===== src/rtl/cst_pkg.sv =====
// ----------------------------------------------------------------------------
// Tokenizer package
// Payload types, token codes, result kinds and character class functions.
// ----------------------------------------------------------------------------
package cst_pkg;

   typedef struct packed {
      logic [7:0] char_in;
      logic       end_of_input;
   } req_type;

   typedef struct packed {
      logic [1:0]  result_kind;
      logic [6:0]  token_code;
      logic [31:0] token_start;
      logic [15:0] token_length;
      logic        last_result;
   } rsp_type;

   // Result kinds.
   localparam logic [1:0] KIND_TOKEN = 2'd0;
   localparam logic [1:0] KIND_END   = 2'd1;
   localparam logic [1:0] KIND_ERROR = 2'd2;

   // Token codes. Keywords take codes 1 to 32 in table order.
   localparam logic [6:0] TK_NONE    = 7'd0;
   localparam logic [6:0] TK_PLUS    = 7'd33;
   localparam logic [6:0] TK_MINUS   = 7'd34;
   localparam logic [6:0] TK_STAR    = 7'd35;
   localparam logic [6:0] TK_SLASH   = 7'd36;
   localparam logic [6:0] TK_LT      = 7'd37;
   localparam logic [6:0] TK_LE      = 7'd38;
   localparam logic [6:0] TK_GT      = 7'd39;
   localparam logic [6:0] TK_GE      = 7'd40;
   localparam logic [6:0] TK_ASSIGN  = 7'd41;
   localparam logic [6:0] TK_EQ      = 7'd42;
   localparam logic [6:0] TK_NE      = 7'd43;
   localparam logic [6:0] TK_SEMI    = 7'd44;
   localparam logic [6:0] TK_LPAREN  = 7'd45;
   localparam logic [6:0] TK_RPAREN  = 7'd46;
   localparam logic [6:0] TK_CARET   = 7'd47;
   localparam logic [6:0] TK_COMMA   = 7'd48;
   localparam logic [6:0] TK_DQUOTE  = 7'd49;
   localparam logic [6:0] TK_SQUOTE  = 7'd50;
   localparam logic [6:0] TK_HASH    = 7'd51;
   localparam logic [6:0] TK_AMP     = 7'd52;
   localparam logic [6:0] TK_ANDAND  = 7'd53;
   localparam logic [6:0] TK_PIPE    = 7'd54;
   localparam logic [6:0] TK_OROR    = 7'd55;
   localparam logic [6:0] TK_PERCENT = 7'd56;
   localparam logic [6:0] TK_TILDE   = 7'd57;
   localparam logic [6:0] TK_SHL     = 7'd58;
   localparam logic [6:0] TK_SHR     = 7'd59;
   localparam logic [6:0] TK_LBRACK  = 7'd60;
   localparam logic [6:0] TK_RBRACK  = 7'd61;
   localparam logic [6:0] TK_LBRACE  = 7'd62;
   localparam logic [6:0] TK_RBRACE  = 7'd63;
   localparam logic [6:0] TK_BSLASH  = 7'd64;
   localparam logic [6:0] TK_DOT     = 7'd65;
   localparam logic [6:0] TK_QUEST   = 7'd66;
   localparam logic [6:0] TK_COLON   = 7'd67;
   localparam logic [6:0] TK_BANG    = 7'd68;
   localparam logic [6:0] TK_INC     = 7'd69;
   localparam logic [6:0] TK_DEC     = 7'd70;
   localparam logic [6:0] TK_IDENT   = 7'd71;
   localparam logic [6:0] TK_NUMBER  = 7'd72;

   localparam int KW_COUNT = 32;
   localparam int KW_MAX   = 8;

   // Keyword text, right aligned: the first character sits in the highest used byte.
   localparam logic [63:0] KW_TEXT [KW_COUNT] = '{
      "auto", "break", "case", "char", "const", "continue", "default", "do",
      "double", "else", "enum", "extern", "float", "for", "goto", "if",
      "int", "long", "register", "return", "short", "signed", "sizeof", "static",
      "struct", "switch", "typedef", "union", "unsigned", "void", "volatile",
      "while"};

   localparam logic [3:0] KW_LEN [KW_COUNT] = '{
      4'd4, 4'd5, 4'd4, 4'd4, 4'd5, 4'd8, 4'd7, 4'd2,
      4'd6, 4'd4, 4'd4, 4'd6, 4'd5, 4'd3, 4'd4, 4'd2,
      4'd3, 4'd4, 4'd8, 4'd6, 4'd5, 4'd6, 4'd6, 4'd6,
      4'd6, 4'd6, 4'd7, 4'd5, 4'd8, 4'd4, 4'd8, 4'd5};

   // Result queue size; an item may leave two results.
   localparam int RSP_DEPTH = 4;

   function automatic logic is_letter(input logic [7:0] c);
      return (c >= "a" && c <= "z") || (c >= "A" && c <= "Z");
   endfunction

   function automatic logic is_digit(input logic [7:0] c);
      return c >= "0" && c <= "9";
   endfunction

   function automatic logic is_blank(input logic [7:0] c);
      return c == " " || c == 8'h0A || c == 8'h00;
   endfunction

   function automatic logic [6:0] single_code(input logic [7:0] c);
      logic [6:0] code;
      case (c)
         "*":     code = TK_STAR;
         "/":     code = TK_SLASH;
         ";":     code = TK_SEMI;
         "(":     code = TK_LPAREN;
         ")":     code = TK_RPAREN;
         "^":     code = TK_CARET;
         ",":     code = TK_COMMA;
         8'h22:   code = TK_DQUOTE;
         8'h27:   code = TK_SQUOTE;
         "#":     code = TK_HASH;
         "%":     code = TK_PERCENT;
         "~":     code = TK_TILDE;
         "[":     code = TK_LBRACK;
         "]":     code = TK_RBRACK;
         "{":     code = TK_LBRACE;
         "}":     code = TK_RBRACE;
         8'h5C:   code = TK_BSLASH;
         ".":     code = TK_DOT;
         "?":     code = TK_QUEST;
         ":":     code = TK_COLON;
         default: code = TK_NONE;
      endcase
      return code;
   endfunction

   // Code of an operator that may take a second character, standing alone.
   function automatic logic [6:0] lead_code(input logic [7:0] c);
      logic [6:0] code;
      case (c)
         "<":     code = TK_LT;
         ">":     code = TK_GT;
         "=":     code = TK_ASSIGN;
         "+":     code = TK_PLUS;
         "-":     code = TK_MINUS;
         "!":     code = TK_BANG;
         "&":     code = TK_AMP;
         "|":     code = TK_PIPE;
         default: code = TK_NONE;
      endcase
      return code;
   endfunction

   function automatic logic [6:0] pair_code(input logic [7:0] a, input logic [7:0] b);
      logic [6:0] code;
      case ({a, b})
         "<=":    code = TK_LE;
         "<<":    code = TK_SHL;
         ">=":    code = TK_GE;
         ">>":    code = TK_SHR;
         "==":    code = TK_EQ;
         "++":    code = TK_INC;
         "--":    code = TK_DEC;
         "!=":    code = TK_NE;
         "&&":    code = TK_ANDAND;
         "||":    code = TK_OROR;
         default: code = TK_NONE;
      endcase
      return code;
   endfunction

   // Keyword lookup. chars holds the first eight characters, the first one in
   // the lowest byte; only bytes below len are compared.
   function automatic logic [6:0] keyword_code(input logic [63:0] chars,
                                               input logic [15:0] len);
      logic [6:0] code;
      logic       hit;
      logic [2:0] pos;
      code = TK_IDENT;
      for (int i = 0; i < KW_COUNT; i++) begin
         hit = (len == 16'(KW_LEN[i]));
         for (int j = 0; j < KW_MAX; j++) begin
            pos = 3'(int'(KW_LEN[i]) + KW_MAX - 1 - j);
            if (j < int'(KW_LEN[i]) && chars[8*j +: 8] != KW_TEXT[i][8*pos +: 8]) begin
               hit = 1'b0;
            end
         end
         if (hit) begin
            code = 7'(i + 1);
         end
      end
      return code;
   endfunction

endpackage


===== src/rtl/c_subset_tokenizer.sv =====
// ----------------------------------------------------------------------------
// C subset tokenizer
// Turns a byte stream of C source into tokens with start offset and length.
// ----------------------------------------------------------------------------
// The block takes one source byte per clock cycle, with no bubbles between
// bytes, as long as its four-entry result queue has room for two more
// results. Each byte is classified and the scanner state updated in the cycle
// it is accepted, and any results it completes are registered into the result
// queue. One byte can complete up to two results (a token that it ends, then
// its own single-character token, error or end marker), so a stream that
// keeps producing two results per byte is limited by the result port, which
// delivers one result per cycle unless stalled; the request side then stalls
// until the queue drains. Keyword detection compares the identifier buffer
// against all 32 keywords in parallel. After an illegal character the block
// swallows every request, end of input included, until reset.
// ----------------------------------------------------------------------------
module c_subset_tokenizer #(
   parameter int KEYWORD_CHARS = 8,
   parameter int OFFSET_BITS   = 32
) (
   input  logic             clock,
   input  logic             reset,
   input  logic             req_valid,
   output logic             req_stall,
   input  cst_pkg::req_type req_payload,
   output logic             rsp_valid,
   input  logic             rsp_stall,
   output cst_pkg::rsp_type rsp_payload
);
   import cst_pkg::*;

   // Scanner modes.
   localparam logic [1:0] MODE_IDLE   = 2'd0;
   localparam logic [1:0] MODE_IDENT  = 2'd1;
   localparam logic [1:0] MODE_NUMBER = 2'd2;
   localparam logic [1:0] MODE_OPER   = 2'd3;

   localparam int KbIdxBits = $clog2(KEYWORD_CHARS);
   localparam int PosBits   = (OFFSET_BITS < 32) ? OFFSET_BITS : 32;
   localparam int PtrBits   = $clog2(RSP_DEPTH);
   localparam int CntBits   = PtrBits + 1;
   localparam logic [15:0] LenMax = 16'hFFFF;

   // Scanner state.
   logic [1:0]             mode_ff,    mode_in;
   logic [7:0]             pend_ff,    pend_in;
   logic [15:0]            len_ff,     len_in;
   logic [31:0]            start_ff,   start_in;
   logic [OFFSET_BITS-1:0] offset_ff,  offset_in;
   logic                   halted_ff,  halted_in;
   logic [7:0]             kbuf_ff [KEYWORD_CHARS];
   logic                   kbuf_we;
   logic [KbIdxBits-1:0]   kbuf_idx;

   // Result queue.
   rsp_type                fifo_ff [RSP_DEPTH];
   logic [PtrBits-1:0]     wr_ptr_ff, wr_ptr_in;
   logic [PtrBits-1:0]     rd_ptr_ff, rd_ptr_in;
   logic [CntBits-1:0]     count_ff,  count_in;

   logic                   accept;
   logic                   pop;
   logic [7:0]             c;
   logic [31:0]            pos;
   logic [63:0]            kw_chars;
   logic [6:0]             flush_code;
   logic                   flush_valid;
   rsp_type                flush_res;
   logic                   new_valid;
   rsp_type                new_res;
   logic                   flush_take;
   rsp_type                res_a, res_b;
   logic [1:0]             n_res;
   logic [6:0]             pair;

   assign accept    = req_valid & ~req_stall;
   assign pop       = rsp_valid & ~rsp_stall;
   assign req_stall = count_ff > CntBits'(RSP_DEPTH - 2);
   assign rsp_valid = count_ff != '0;
   assign rsp_payload = fifo_ff[rd_ptr_ff];

   assign c    = req_payload.char_in;
   assign pos  = 32'(offset_ff[PosBits-1:0]);
   assign pair = pair_code(pend_ff, c);

   always_comb begin
      for (int j = 0; j < KW_MAX; j++) begin
         kw_chars[8*j +: 8] = kbuf_ff[j];
      end
   end

   // The token that the current mode would report if it ended now.
   always_comb begin
      case (mode_ff)
         MODE_IDENT:  flush_code = (len_ff > 16'(KEYWORD_CHARS)) ? TK_IDENT
                                                                : keyword_code(kw_chars, len_ff);
         MODE_NUMBER: flush_code = TK_NUMBER;
         MODE_OPER:   flush_code = lead_code(pend_ff);
         default:     flush_code = TK_NONE;
      endcase
      flush_valid = mode_ff != MODE_IDLE;
      flush_res   = '{result_kind: KIND_TOKEN, token_code: flush_code,
                      token_start: start_ff, token_length: len_ff, last_result: 1'b0};
   end

   // Scanner next state and the results of the accepted byte. When a byte
   // ends the token in progress, that token is reported first and the byte
   // is then handled as if no token were in progress.
   always_comb begin
      mode_in    = mode_ff;
      pend_in    = pend_ff;
      len_in     = len_ff;
      start_in   = start_ff;
      offset_in  = offset_ff;
      halted_in  = halted_ff;
      kbuf_we    = 1'b0;
      kbuf_idx   = len_ff[KbIdxBits-1:0];
      flush_take = 1'b0;
      new_valid  = 1'b0;
      new_res    = '{result_kind: KIND_TOKEN, token_code: TK_NONE,
                     token_start: pos, token_length: 16'd1, last_result: 1'b0};

      if (accept && !halted_ff) begin
         if (req_payload.end_of_input) begin
            flush_take = flush_valid;
            new_valid  = 1'b1;
            new_res.result_kind  = KIND_END;
            new_res.token_length = '0;
            mode_in   = MODE_IDLE;
            pend_in   = '0;
            len_in    = '0;
            start_in  = '0;
            offset_in = '0;
         end else begin
            offset_in = offset_ff + OFFSET_BITS'(1);
            if (mode_ff == MODE_IDENT && (is_letter(c) || is_digit(c))) begin
               kbuf_we = len_ff < 16'(KEYWORD_CHARS);
               if (len_ff != LenMax) begin
                  len_in = len_ff + 16'd1;
               end
            end else if (mode_ff == MODE_NUMBER && is_digit(c)) begin
               if (len_ff != LenMax) begin
                  len_in = len_ff + 16'd1;
               end
            end else if (mode_ff == MODE_OPER && pair != TK_NONE) begin
               new_valid = 1'b1;
               new_res.token_code   = pair;
               new_res.token_start  = start_ff;
               new_res.token_length = 16'd2;
               mode_in = MODE_IDLE;
               pend_in = '0;
            end else begin
               flush_take = flush_valid;
               mode_in    = MODE_IDLE;
               pend_in    = '0;
               start_in   = pos;
               len_in     = 16'd1;
               if (is_blank(c)) begin
                  mode_in = MODE_IDLE;
               end else if (is_letter(c)) begin
                  mode_in  = MODE_IDENT;
                  kbuf_we  = 1'b1;
                  kbuf_idx = '0;
               end else if (is_digit(c)) begin
                  mode_in = MODE_NUMBER;
               end else if (single_code(c) != TK_NONE) begin
                  new_valid = 1'b1;
                  new_res.token_code = single_code(c);
               end else if (lead_code(c) != TK_NONE) begin
                  mode_in = MODE_OPER;
                  pend_in = c;
               end else begin
                  new_valid = 1'b1;
                  new_res.result_kind = KIND_ERROR;
                  halted_in = 1'b1;
               end
            end
         end
      end
   end

   // Order the results and flag the final one of this byte.
   always_comb begin
      res_a = flush_res;
      res_b = new_res;
      res_b.last_result = 1'b1;
      n_res = 2'd0;
      if (flush_take && new_valid) begin
         n_res = 2'd2;
      end else if (flush_take) begin
         res_a.last_result = 1'b1;
         n_res = 2'd1;
      end else if (new_valid) begin
         res_a = res_b;
         n_res = 2'd1;
      end
   end

   always_comb begin
      wr_ptr_in = wr_ptr_ff + PtrBits'(n_res);
      rd_ptr_in = rd_ptr_ff + PtrBits'(pop);
      count_in  = count_ff + CntBits'(n_res) - CntBits'(pop);
   end

   always_ff @(posedge clock) begin
      if (reset) begin
         mode_ff   <= MODE_IDLE;
         pend_ff   <= '0;
         len_ff    <= '0;
         start_ff  <= '0;
         offset_ff <= '0;
         halted_ff <= 1'b0;
         wr_ptr_ff <= '0;
         rd_ptr_ff <= '0;
         count_ff  <= '0;
      end else begin
         mode_ff   <= mode_in;
         pend_ff   <= pend_in;
         len_ff    <= len_in;
         start_ff  <= start_in;
         offset_ff <= offset_in;
         halted_ff <= halted_in;
         wr_ptr_ff <= wr_ptr_in;
         rd_ptr_ff <= rd_ptr_in;
         count_ff  <= count_in;
      end
   end

   // Identifier characters and queued results carry no reset.
   always_ff @(posedge clock) begin
      if (kbuf_we) begin
         kbuf_ff[kbuf_idx] <= c;
      end
      if (n_res != 2'd0) begin
         fifo_ff[wr_ptr_ff] <= res_a;
      end
      if (n_res == 2'd2) begin
         fifo_ff[wr_ptr_ff + PtrBits'(1)] <= res_b;
      end
   end

endmodule


===== config.mk =====
export PLATFORM = sky130hd
export DESIGN_NAME = c_subset_tokenizer
export DESIGN_NICKNAME = d
export VERILOG_FILES = /design/src/rtl/cst_pkg.sv /design/src/rtl/c_subset_tokenizer.sv
export SDC_FILE = /design/constraint.sdc
export NUM_CORES = 1
export LEC_CHECK = 0
export ABC_AREA = 1
export BUFFER_PORTS_ARGS = -buffer_cell sky130_fd_sc_hd__buf_2
export CORE_MARGIN = 2
export CORE_UTILIZATION = 54
export CTS_CLUSTER_SIZE = 28
export DETAILED_ROUTE_END_ITERATION = 10
export HOLD_SLACK_MARGIN = 0.1
export PLACE_DENSITY = 0.71
export RECOVER_POWER = 25
export SLEW_MARGIN = 5
export SYNTH_ARGS = -nofsm -noshare
export SYNTH_HDL_FRONTEND = slang
export SYNTH_SLANG_ARGS = --single-unit
export TNS_END_PERCENT = 10

===== constraint.sdc =====
create_clock -name clock -period 5.6 [get_ports clock]
set_input_delay 0.56 -clock clock [delete_from_list [all_inputs] [get_ports clock]]
set_output_delay 0.56 -clock clock [all_outputs]
set_load 0.02 [all_outputs]

* Word level (Yosys, flattened, before mapping)
Memory sizes are Yosys's and may differ from the RTL's. A register that Yosys moved wholly into a read port is not among the register bits. Index checks and enable logic that the tools add are counted.
Word-level totals: logic and storage cells 546, flip-flop bits (word level) 98, memories 2, memory bits (writable) 296, output and inout bits 60
Cells by class: equality and inequality tests 151, muxes and demuxes 331, add/sub/neg operators 7, order comparisons 9, reduce and logical (&&, ||, !) cells 24, bitwise gates (word level) 13
Memory list:
- fifo_ff | words 4, width 58, read ports 1, clocked after memory_dff 1, write ports 2, line c_subset_tokenizer.sv:56 | rsp_type fifo_ff [RSP_DEPTH];
- kbuf_ff | words 8, width 8, read ports 8, clocked after memory_dff 0, write ports 1, line c_subset_tokenizer.sv:51 | logic [7:0] kbuf_ff [KEYWORD_CHARS];
Operators with widths (number):
- $ne A8 B7 Y1 const B | 87
- $mux W7 | 52
- $mux W57 | 4
- $eq A8 B6 Y1 const B | 28
- $mux W1 | 220
- $mux W32 | 5
- $eq A16 B14 Y1 const B | 9
- $pmux W7 S20 | 1
- $mux W58 | 2
- $pmux W7 S8 | 2
- $mux W16 | 6
- $eq A8 B7 Y1 const B | 9
- $mux W8 | 9
- $pmux W7 S10 | 1
- $eq A16 B3 Y1 const B | 4
- $mux W48 | 1
- $mux W39 | 1
- $add A32 B1 Y32 const B | 1
- $eq A16 B2 Y1 const B | 2
- $mux W2 | 16
- $mux W9 | 3
- $mux W3 | 7
- $pmux W7 S3 | 1
- $reduce_bool A7 Y1 | 3
- other kinds (33) | 61

* Longest topological paths before layout
Gate-level depths: netlist of the first run. An unclocked memory read counts as a cell.
depth after elaboration 44, depth in mapped cells 25

* Worst setup path before layout of the first run
No wires, ideal clock.
path type input to register, start point in req_payload[1] in the netlist's numbering, end point mem fifo_ff[0][13] in the netlist's numbering, buffers on the path 1, setup slack 0.851 ns, required time 5.470 ns, cell stages on the path 23, arrival time 4.619 ns, cell sequence nor2_1 -> inv_2 -> nor2_2 -> inv_2 -> nand2_1 -> and2_1 -> inv_2 -> nor2_4 -> nor2_4 -> a21oi_2 -> nor2_2 -> nor2_4 -> nand2_4 -> nor2_4 -> inv_1 -> ha_1 -> nor3_1 -> clkinv_1 -> nand2_1 -> inv_1 -> clkbuf_1 -> nand2_1 -> o21ai_0
RTL lines:
- start: declaration | line c_subset_tokenizer.sv:25 | input cst_pkg::req_type req_payload,
- end: declaration | line c_subset_tokenizer.sv:56

==> results of run 1 <==
-- critical path, cell delays in order (launching register included) --
cell and delay, ps:
dfxtp_1 1460, clkbuf_2 1260, o21ai_0 310, o22ai_1 450, buf_2 250
-- logic make-up after synthesis --
logic type	after synthesis	share of synthesized area, %
adder cells (fa/ha/maj)	13	0.830
buffers and inverters	385	7.27
AND/OR/NAND/NOR	1139	24.0
flip-flops	394	50.0
AO/OA/AOI/OAI	625	17.5
XOR/XNOR	10	0.427
-- flip-flops by register name (all words and copies together) (netlist names) --
signal,flops
kbuf_ff,64
start_ff,32
halted_ff,1
wr_ptr_ff,2
mode_ff,2
count_ff,3
fifo_ff,232
offset_ff,32
rd_ptr_ff,2
len_ff,16
pend_ff,8
-- power groups by stage --
stage / clock network [W] / registers, W / logic (W)
2_1_floorplan: 0 / 0.00342 / 0.00165
3_3_place_gp: 0 / 0.00348 / 0.00233
3_5_place_dp: 0 / 0.00349 / 0.00237
4_1_cts: 0.00300 / 0.00343 / 0.00238
5_1_grt: 0.00311 / 0.00345 / 0.00256
6_report: 0.00298 / 0.00343 / 0.00238
-- area by class of cell --
| cell class | count | area (µm²) | area share [%] |
|---|---|---|---|
| multi-input combinational | 1787 | 8740 | 38.4 |
| timing repair buffer | 105 | 592 | 2.60 |
| inverter | 269 | 1010 | 4.44 |
| sequential | 394 | 10300 | 45.1 |
| clock buffer | 55 | 1210 | 5.34 |
| antenna | 1 | 2.50 | 0.0110 |
| clock inverter | 24 | 284 | 1.25 |
| tap | 511 | 639 | 2.81 |
-- worst max-delay path by stage --
stage | start | end | slack (ps) | cells past startpoint
after floorplan | req_payload[1] | fifo_ff[0][13] | 850 | 23
after global placement | req_payload[7] | fifo_ff[3][52] | 1230 | 21
after detailed placement | req_payload[7] | fifo_ff[0][52] | 1170 | 21
after CTS | pend_ff[7] | fifo_ff[0][52] | 1360 | 20
after global routing | rd_ptr_ff[0] | rsp_payload[53] | 490 | 4
final | rd_ptr_ff[0] | rsp_payload[53] | 660 | 4
-- cell usage after synthesis, types with 2 or more instances --
cell	number	share of area [%]
nand2_1	433	7.9
o41ai_1	4	0.17
buf_2	10	0.24
buf_6	4	0.22
and2_1	2	0.061
nor2_1	366	6.7
o311ai_0	2	0.085
nor2_4	5	0.27
ha_1	12	0.73
a21oi_1	98	2.4
nor4_1	38	1.2
a211oi_1	10	0.37
nor2_2	7	0.21
clkbuf_1	98	1.8
o21ai_2	30	1.3
o21ai_1	45	1.1
inv_2	20	0.37
nand3b_1	4	0.15
xnor2_1	4	0.17
nor3b_1	4	0.15
nor3_1	70	1.7
a31oi_1	3	0.092
o211ai_1	2	0.073
nand3_2	3	0.15
nand3_1	136	3.3
nand4_1	63	1.9
dfxtp_1	158	15
edfxtp_1	236	35
buf_1	3	0.055
o22ai_1	199	6.1
nand2_2	3	0.092
o31ai_1	4	0.15
clkinv_1	7	0.13
xor2_1	6	0.26
o21ai_0	220	5.4
o21a_1	4	0.15
inv_1	242	4.4
-- stage by stage --
stage / std cells / area (µm²) / setup WS, ps / utilization, %
floorplan: 2566 / 20500 / 851 / -
global placement: 3066 / 21300 / 1230 / 56.8
detailed placement: 3066 / 21300 / 1170 / 56.8
CTS: 3145 / 22800 / 1360 / 60.8
global route: 3145 / 22700 / 490 / 60.5
finish: 3146 / 22700 / 659 / 60.5
-- metal layers --
layer / track usage [%] / part of all wire [%]
met1: 48.6 / 43
met2: 49.0 / 42
met3: 9.78 / 12
met4: 9.26 / 2.1
met5: 0 / 0.040
==> flow_metrics.env, run 1 <==
export IMPL_status="complete, but fails checks"
export IMPL_violations="capacitance limit, slew limit"
export IMPL_r2r_end="fifo_ff[0][54]"
export IMPL_die_h_um=199
export IMPL_cts_buffer_depth=3
export IMPL_postCtsHoldBufs=0
export IMPL_num_fill_cells=3406
export IMPL_cp_end_kind="output pin"
export IMPL_powerDensity_mw_per_mm2=387
export IMPL_routed_via_density=6.11
export IMPL_ys_ff_latch=394
export IMPL_ys_seq_area_share_pct=50.0
export IMPL_ioPinCount=73
export IMPL_fp_dieW_um=199
export IMPL_synth_ff_type="edfxtp_1"
export IMPL_worstPathRequired_ps=5040
export IMPL_num_vias=19234
export IMPL_crit_type="flop to output pin"
export IMPL_fin_crit_sh_pct=88.2
export IMPL_setup_tns_ps=0
export IMPL_max_slew_margin_rel_pct=-14.3
export IMPL_max_cap_violations=2
export IMPL_report_power_total_w=0.00879
export IMPL_synthCells=2566
export IMPL_period_minus_slack_ps=4940
export IMPL_p_leak_nw=8.21
export IMPL_ir_drop_uv=280
export IMPL_first_iter_violations=2083
export IMPL_switchingPower_w=0.00307
export IMPL_place_hpwl_um=46500
export IMPL_layout_drive_gt1_share_pct=7.52
export IMPL_min_to="offset_ff[28]"
export IMPL_rr_startpoint="pend_ff[7]"
export IMPL_p_clk_share_pct=33.9
export IMPL_globalRouteTotalUtil_pct=33.6
export IMPL_seqPwrFrac_pct=39.0
export IMPL_antenna_found_initial=3
export IMPL_holdCritStartpoint="req_payload[0]"
export IMPL_p_int_w=0.00571
export IMPL_switching_share_pct=35.0
export IMPL_areaGrowthSynthToFinish_pct=10.8
export IMPL_path_max_fanout=70
export IMPL_synth_nets=2592
export IMPL_syn_avg_cell_area_um2=7.99
export IMPL_clkTransAtPathRegs_ps=60
export IMPL_layout_common_cells="431 x nand2_1, 370 x nor2_1, 245 x inv_1"
export IMPL_finClkSkew_ps=37.4
export IMPL_final_common_cell="nand2_1"
export IMPL_cts_resized_gates=0
export IMPL_wl_per_cell_um=21.3
export IMPL_hold_path_class="input port to flop"
export IMPL_die_area_mm2=0.0396
export IMPL_worstSkewPairLatency_ps=590
export IMPL_synth_edf_count=236
export IMPL_nets=2626
export IMPL_cts_setup_buffers=0
export IMPL_max_freq_mhz=202
export IMPL_synth_async_reset_ratio_pct=0
export IMPL_cts_tree="done"
export IMPL_drtPass1Iterations=8
export IMPL_rr_worst_depth=21
export IMPL_cts_made_buffers=43
export IMPL_globalplace_congestion=0.962
export IMPL_wl_um=67000
export IMPL_first_global_vias=17574
export IMPL_coreArea_mm2=0.0376
export IMPL_worstPathArrival_ps=4380
export IMPL_start_util_pct=54.6
export IMPL_grt_start_max_net_pins=78
export IMPL_cts_max_level=2
export IMPL_numClockSinks=394
export IMPL_grt_pass1_wl_um=102000
export IMPL_cts_root_buffer="clkbuf_16"
export IMPL_synth_warnings=0
export IMPL_ant_nets=0
export IMPL_synth_area_mm2=0.0205
export IMPL_num_rows=71
export IMPL_hold_viol_final=0
export IMPL_maxSlewViolCount=89
export IMPL_tightest_slew_ps=1710
export IMPL_setup_violations=0
export IMPL_io_buffer_count=72
export IMPL_startpoint_type="flop"
export IMPL_holdPathStages=4
export IMPL_rsz0062_at_grt="no"
export IMPL_reg2reg_slack_ps=1040
export IMPL_drc_errors=0
export IMPL_gr_total_overflow=0
export IMPL_ys_types=48
export IMPL_fin_worst_hold_slack_ps=405
export IMPL_pwr_share_comb_pct=27.1
No activity file was read; power rests on OpenSTA's default activity.
==> inputs of run 2 (changes only) <==
--- a/config.mk
+++ b/config.mk
@@ -7,12 +7,15 @@
 export LEC_CHECK = 0
 export ABC_AREA = 1
 export BUFFER_PORTS_ARGS = -buffer_cell sky130_fd_sc_hd__buf_2
+export CELL_PAD_IN_SITES_DETAIL_PLACEMENT = 1
+export CELL_PAD_IN_SITES_GLOBAL_PLACEMENT = 1
+export CORE_ASPECT_RATIO = 0.5
 export CORE_MARGIN = 2
-export CORE_UTILIZATION = 54
+export CORE_UTILIZATION = 47
 export CTS_CLUSTER_SIZE = 28
 export DETAILED_ROUTE_END_ITERATION = 10
 export HOLD_SLACK_MARGIN = 0.1
-export PLACE_DENSITY = 0.71
+export PLACE_DENSITY_LB_ADDON = 0.1
 export RECOVER_POWER = 25
 export SLEW_MARGIN = 5
 export SYNTH_ARGS = -nofsm -noshare
==> flow_metrics.env, run 2 (same netlist as run 1, synthesis figures left out) <==
export IMPL_numClockSinks=394
export IMPL_num_vias=19500
export IMPL_ioPinCount=73
export IMPL_postCtsHoldBufs=0
export IMPL_finClkSkew_ps=28.0
export IMPL_cts_resized_gates=0
export IMPL_max_cap_violations=1
export IMPL_cts_buffer_depth=3
export IMPL_hold_viol_final=0
export IMPL_max_slew_margin_rel_pct=-46.0
export IMPL_grt_start_max_net_pins=73
export IMPL_die_h_um=152
export IMPL_fp_dieW_um=299
export IMPL_routed_via_density=6.05
export IMPL_cp_slowest_cell="clkbuf_1"
export IMPL_wl_um=74100
export IMPL_fin_crit_sh_pct=83.4
export IMPL_drc_errors=0
export IMPL_start_util_pct=47.4
export IMPL_hold_path_class="flop to flop"
export IMPL_globalRouteTotalUtil_pct=32.2
export IMPL_place_hpwl_um=51000
export IMPL_crit_type="input port to flop"
export IMPL_cts_root_buffer="clkbuf_16"
export IMPL_clkTransAtPathRegs_ps=60
export IMPL_max_freq_mhz=214
export IMPL_io_buffer_count=72
export IMPL_violations="capacitance limit, slew limit"
export IMPL_grt_pass1_wl_um=113000
export IMPL_wl_per_cell_um=23.0
export IMPL_die_area_mm2=0.0454
export IMPL_ant_nets=0
export IMPL_cts_setup_buffers=0
export IMPL_largest_register_ffs=232
export IMPL_final_common_cell="nand2_1"
export IMPL_num_rows=54
export IMPL_status="complete, but fails checks"
export IMPL_coreArea_mm2=0.0433
export IMPL_globalplace_congestion=0.972
export IMPL_layout_common_cells="431 x nand2_1, 369 x nor2_1, 243 x inv_1"
export IMPL_maxSlewViolCount=58
export IMPL_areaGrowthSynthToFinish_pct=11.0
export IMPL_drtPass1Iterations=5
export IMPL_cp_cell_sequence="clkbuf_1 -> nand2_1 -> o211ai_1 -> and2_0 -> inv_1 -> nor2_4 -> nor2_1 -> a21oi_1 -> nor2_1 -> nor2_1 -> nand2_4 -> nor2_4 -> inv_1 -> ha_1 -> nor3_1 -> buf_4 -> inv_2 -> nand2_2 -> inv_1 -> nand2_1 -> o21ai_0"
export IMPL_cts_tree="done"
export IMPL_fin_worst_hold_slack_ps=453
export IMPL_worstPathRequired_ps=6020
export IMPL_first_iter_violations=1499
export IMPL_cts_made_buffers=39
export IMPL_period_minus_slack_ps=4670
export IMPL_powerDensity_mw_per_mm2=383
export IMPL_reg_top3="fifo_ff x232, kbuf_ff x64"
export IMPL_top_register="fifo_ff"
export IMPL_cts_max_level=2
export IMPL_setup_tns_ps=0
export IMPL_worstPathArrival_ps=5090
export IMPL_path_max_fanout=17
export IMPL_startpoint_type="input port"
export IMPL_worstSkewPairLatency_ps=560
export IMPL_p_leak_nw=8.14
export IMPL_cp_end_kind="flop"
export IMPL_ir_drop_uv=248
export IMPL_tightest_slew_ps=2190
export IMPL_setup_violations=0
export IMPL_nets=2631
export IMPL_antenna_found_initial=0
export IMPL_num_fill_cells=5289
export IMPL_first_global_vias=19554
export IMPL_antenna_cells=0
export IMPL_gr_total_overflow=0
export IMPL_slowest_delay_ps=660
export IMPL_layout_drive_gt1_share_pct=7.18
export IMPL_rsz0062_at_grt="no"
[run 2: critical path, delay by kind of cell]
kind / cells / cell delay (ps)
AOI/OAI and AO/OA: 3 / 530
buffers and inverters: 6 / 1580
and+or+nand+nor: 11 / 2160
adders and majority gates: 1 / 240
[run 2: per-layer routing]
metal  GRT usage, %  vias up  part of all wire, %
met1           42.5     9727                   44
met2           54.9      589                   48
met5              0        -                    0
met4           10.4        0                  2.7
li1               -     9032                    -
met3           4.80      152                  5.6
[run 2: cell type report]
class / count / area, µm² / share of cell area (%)
well taps: 588 / 736 / 3.23
inverters: 269 / 1010 / 4.44
clock inverters: 24 / 303 / 1.33
clock buffers: 46 / 1040 / 4.59
multi-input cells: 1787 / 8750 / 38.5
flip-flops and latches: 394 / 10300 / 45.0
repair buffers: 114 / 663 / 2.91
[run 2: final timing paths]
kind | from | end | slack, ps | cells past startpoint
hold / removal | fifo_ff[2][10] | fifo_ff[2][10] | 450 | 2
hold reg to reg | fifo_ff[2][10] | fifo_ff[2][10] | 450 | 2
setup reg to reg | pend_ff[4] | fifo_ff[3][13] | 1350 | 22
setup / recovery | req_payload[4] | fifo_ff[0][13] | 930 | 21
[run 2: through the flow]
| stage | setup WS (ps) | instances | instance area (µm²) | power [W] | utilization (%) |
|---|---|---|---|---|---|
| 2_1_floorplan | 851 | 2566 | 20500 | 0.00507 | - |
| 3_3_place_gp | 1280 | 3152 | 21500 | 0.00593 | 49.7 |
| 3_5_place_dp | 1090 | 3152 | 21500 | 0.00600 | 49.7 |
| 4_1_cts | 1500 | 3222 | 22900 | 0.00879 | 52.8 |
| 5_1_grt | 506 | 3222 | 22800 | 0.00907 | 52.5 |
| 6_report | 930 | 3222 | 22800 | 0.00873 | 52.5 |
[run 2: report_power, final]
| part | internal [W] | switching, W |
|---|---|---|
| Combinational | 0.000626 | 0.00183 |
| Sequential | 0.00330 | 0.000145 |
| Clock | 0.00162 | 0.00120 |
==> inputs of run 3 (changes only) <==
==> constraint.sdc (replaced) <==
create_clock -name clock -period 4.36 [get_ports clock]
set_input_delay 0.436 -clock clock [delete_from_list [all_inputs] [get_ports clock]]
set_output_delay 0.436 -clock clock [all_outputs]
set_load 0.02 [all_outputs]
==> flow_metrics.env, run 3 (same netlist as run 1, synthesis figures left out) <==
export IMPL_areaGrowthSynthToFinish_pct=11.2
export IMPL_top_register="fifo_ff"
export IMPL_grt_pass1_wl_um=114000
export IMPL_coreArea_mm2=0.0433
export IMPL_max_freq_mhz=249
export IMPL_tightest_slew_ps=1110
export IMPL_worstPathRequired_ps=4640
export IMPL_cts_setup_buffers=0
export IMPL_finClkSkew_ps=28.9
export IMPL_first_global_vias=19637
export IMPL_cts_root_buffer="clkbuf_16"
export IMPL_antenna_cells=0
export IMPL_ant_nets=0
export IMPL_globalRouteTotalUtil_pct=32.4
export IMPL_crit_type="input port to flop"
export IMPL_utilization_pct=52.7
export IMPL_first_iter_violations=1860
export IMPL_clkTransAtPathRegs_ps=70
export IMPL_maxSlewViolCount=0
export IMPL_cts_resized_gates=0
export IMPL_routed_via_density=6.01
export IMPL_wl_per_cell_um=22.8
export IMPL_start_util_pct=47.4
export IMPL_nets=2646
export IMPL_cts_tree="done"
export IMPL_wl_um=73900
export IMPL_ioPinCount=73
export IMPL_cts_max_level=2
export IMPL_startpoint_type="input port"
export IMPL_path_max_fanout=65
export IMPL_status="finished clean"
export IMPL_gr_total_overflow=0
export IMPL_period_minus_slack_ps=4020
export IMPL_worstSkewPairLatency_ps=560
export IMPL_reg_top3="fifo_ff x232, kbuf_ff x64"
export IMPL_pre_cts_ws_ps=171
export IMPL_layout_common_cells="430 x nand2_1, 367 x nor2_1, 241 x inv_1"
export IMPL_place_hpwl_um=51300
export IMPL_cts_made_buffers=38
export IMPL_powerDensity_mw_per_mm2=481
export IMPL_placed_area_mm2=0.0217
export IMPL_hold_viol_final=0
export IMPL_hold_path_class="input port to flop"
export IMPL_cts_buffer_depth=3
export IMPL_ir_drop_uv=282
export IMPL_largest_register_ffs=232
export IMPL_fin_crit_sh_pct=92.1
export IMPL_cp_end_kind="flop"
export IMPL_drtPass1Iterations=5
export IMPL_numClockSinks=394
export IMPL_die_area_mm2=0.0454
export IMPL_layout_drive_gt1_share_pct=9.17
export IMPL_finalWorstSetupSlack_ps=344
export IMPL_worstPathArrival_ps=4290
export IMPL_setup_violations=0
export IMPL_max_cap_violations=0
export IMPL_fin_area_mm2=0.0228
export IMPL_max_slew_margin_rel_pct=26.1
export IMPL_postCtsHoldBufs=0
export IMPL_fp_dieW_um=299
export IMPL_antenna_found_initial=0
export IMPL_grt_start_max_net_pins=71
export IMPL_die_h_um=152
export IMPL_num_rows=54
export IMPL_num_vias=19446
export IMPL_drc_errors=0
export IMPL_p_leak_nw=8.27
export IMPL_io_buffer_count=72
export IMPL_globalplace_congestion=0.969
export IMPL_rsz0062_at_grt="no"
export IMPL_final_common_cell="nand2_1"
-- run 3: cell count changes in the layout (fill, tap and decap cells not counted), sizes merged --
cell / change
buf: +59
bufinv: -5
clkbuf: -35
clkinv: -4
clkinvlp: -3
inv: +3
-- run 3: worst max-delay path, stage by stage --
cell and delay (ps):
clkbuf_1 620, nand2_1 280, nor2_2 280, inv_2 60, nor2_1 150, nand2_1 100, nand2_1 150, nor2_1 80
nand4_1 110, nand2_2 120, inv_2 90, nand2_1 100, nand2_4 90, nor2_4 50, ha_1 210, inv_1 200
nand3_2 150, nor2_4 170, buf_12 310, nand2_1 90, o21ai_1 220, o22ai_1 130
-- run 3: path summary, 6_finish.rpt --
path	slack, ps	depth (start not counted)	to	start
max reg2reg	460	21	fifo_ff[0][48]	pend_ff[4]
min reg2reg	460	2	fifo_ff[1][13]	fifo_ff[1][13]
min	310	1	kbuf_ff[3][6]	req_payload[7]
max	340	22	fifo_ff[0][48]	req_payload[3]
-- run 3: final cells by class --
class / count / area (µm²)
Inverter: 269 / 1010
Sequential cell: 394 / 10300
Clock inverter: 15 / 118
Fill cell: 5352 / 20500
Tap cell: 588 / 736
Clock buffer: 54 / 1060
Multi-Input combinational cell: 1787 / 8780
Timing Repair Buffer: 130 / 846
-- run 3: per-stage QoR --
stage,hold WS (ps),setup TNS (ps),cells,total power [W]
CTS,200,0,3237,0.0110
floorplan,423,-5540,2566,0.00651
global placement,432,0,3168,0.00764
finish,314,0,3237,0.0110
detailed placement,441,0,3168,0.00774
global route,338,0,3237,0.0114
-- run 3: power breakdown --
group / switching [W] / internal [W]
logic: 0.00237 / 0.000903
clock network: 0.00150 / 0.00177
registers: 0.000181 / 0.00424
-- run 3: routing by layer --
layer / track usage (%) / vias to the layer above / wire length, µm
met2: 56.5 / 670 / 35600
met4: 11.2 / 0 / 2260
li1: - / 9054 / -
met1: 41.4 / 9584 / 31300
met5: 0 / - / 0
met3: 5.19 / 138 / 4770
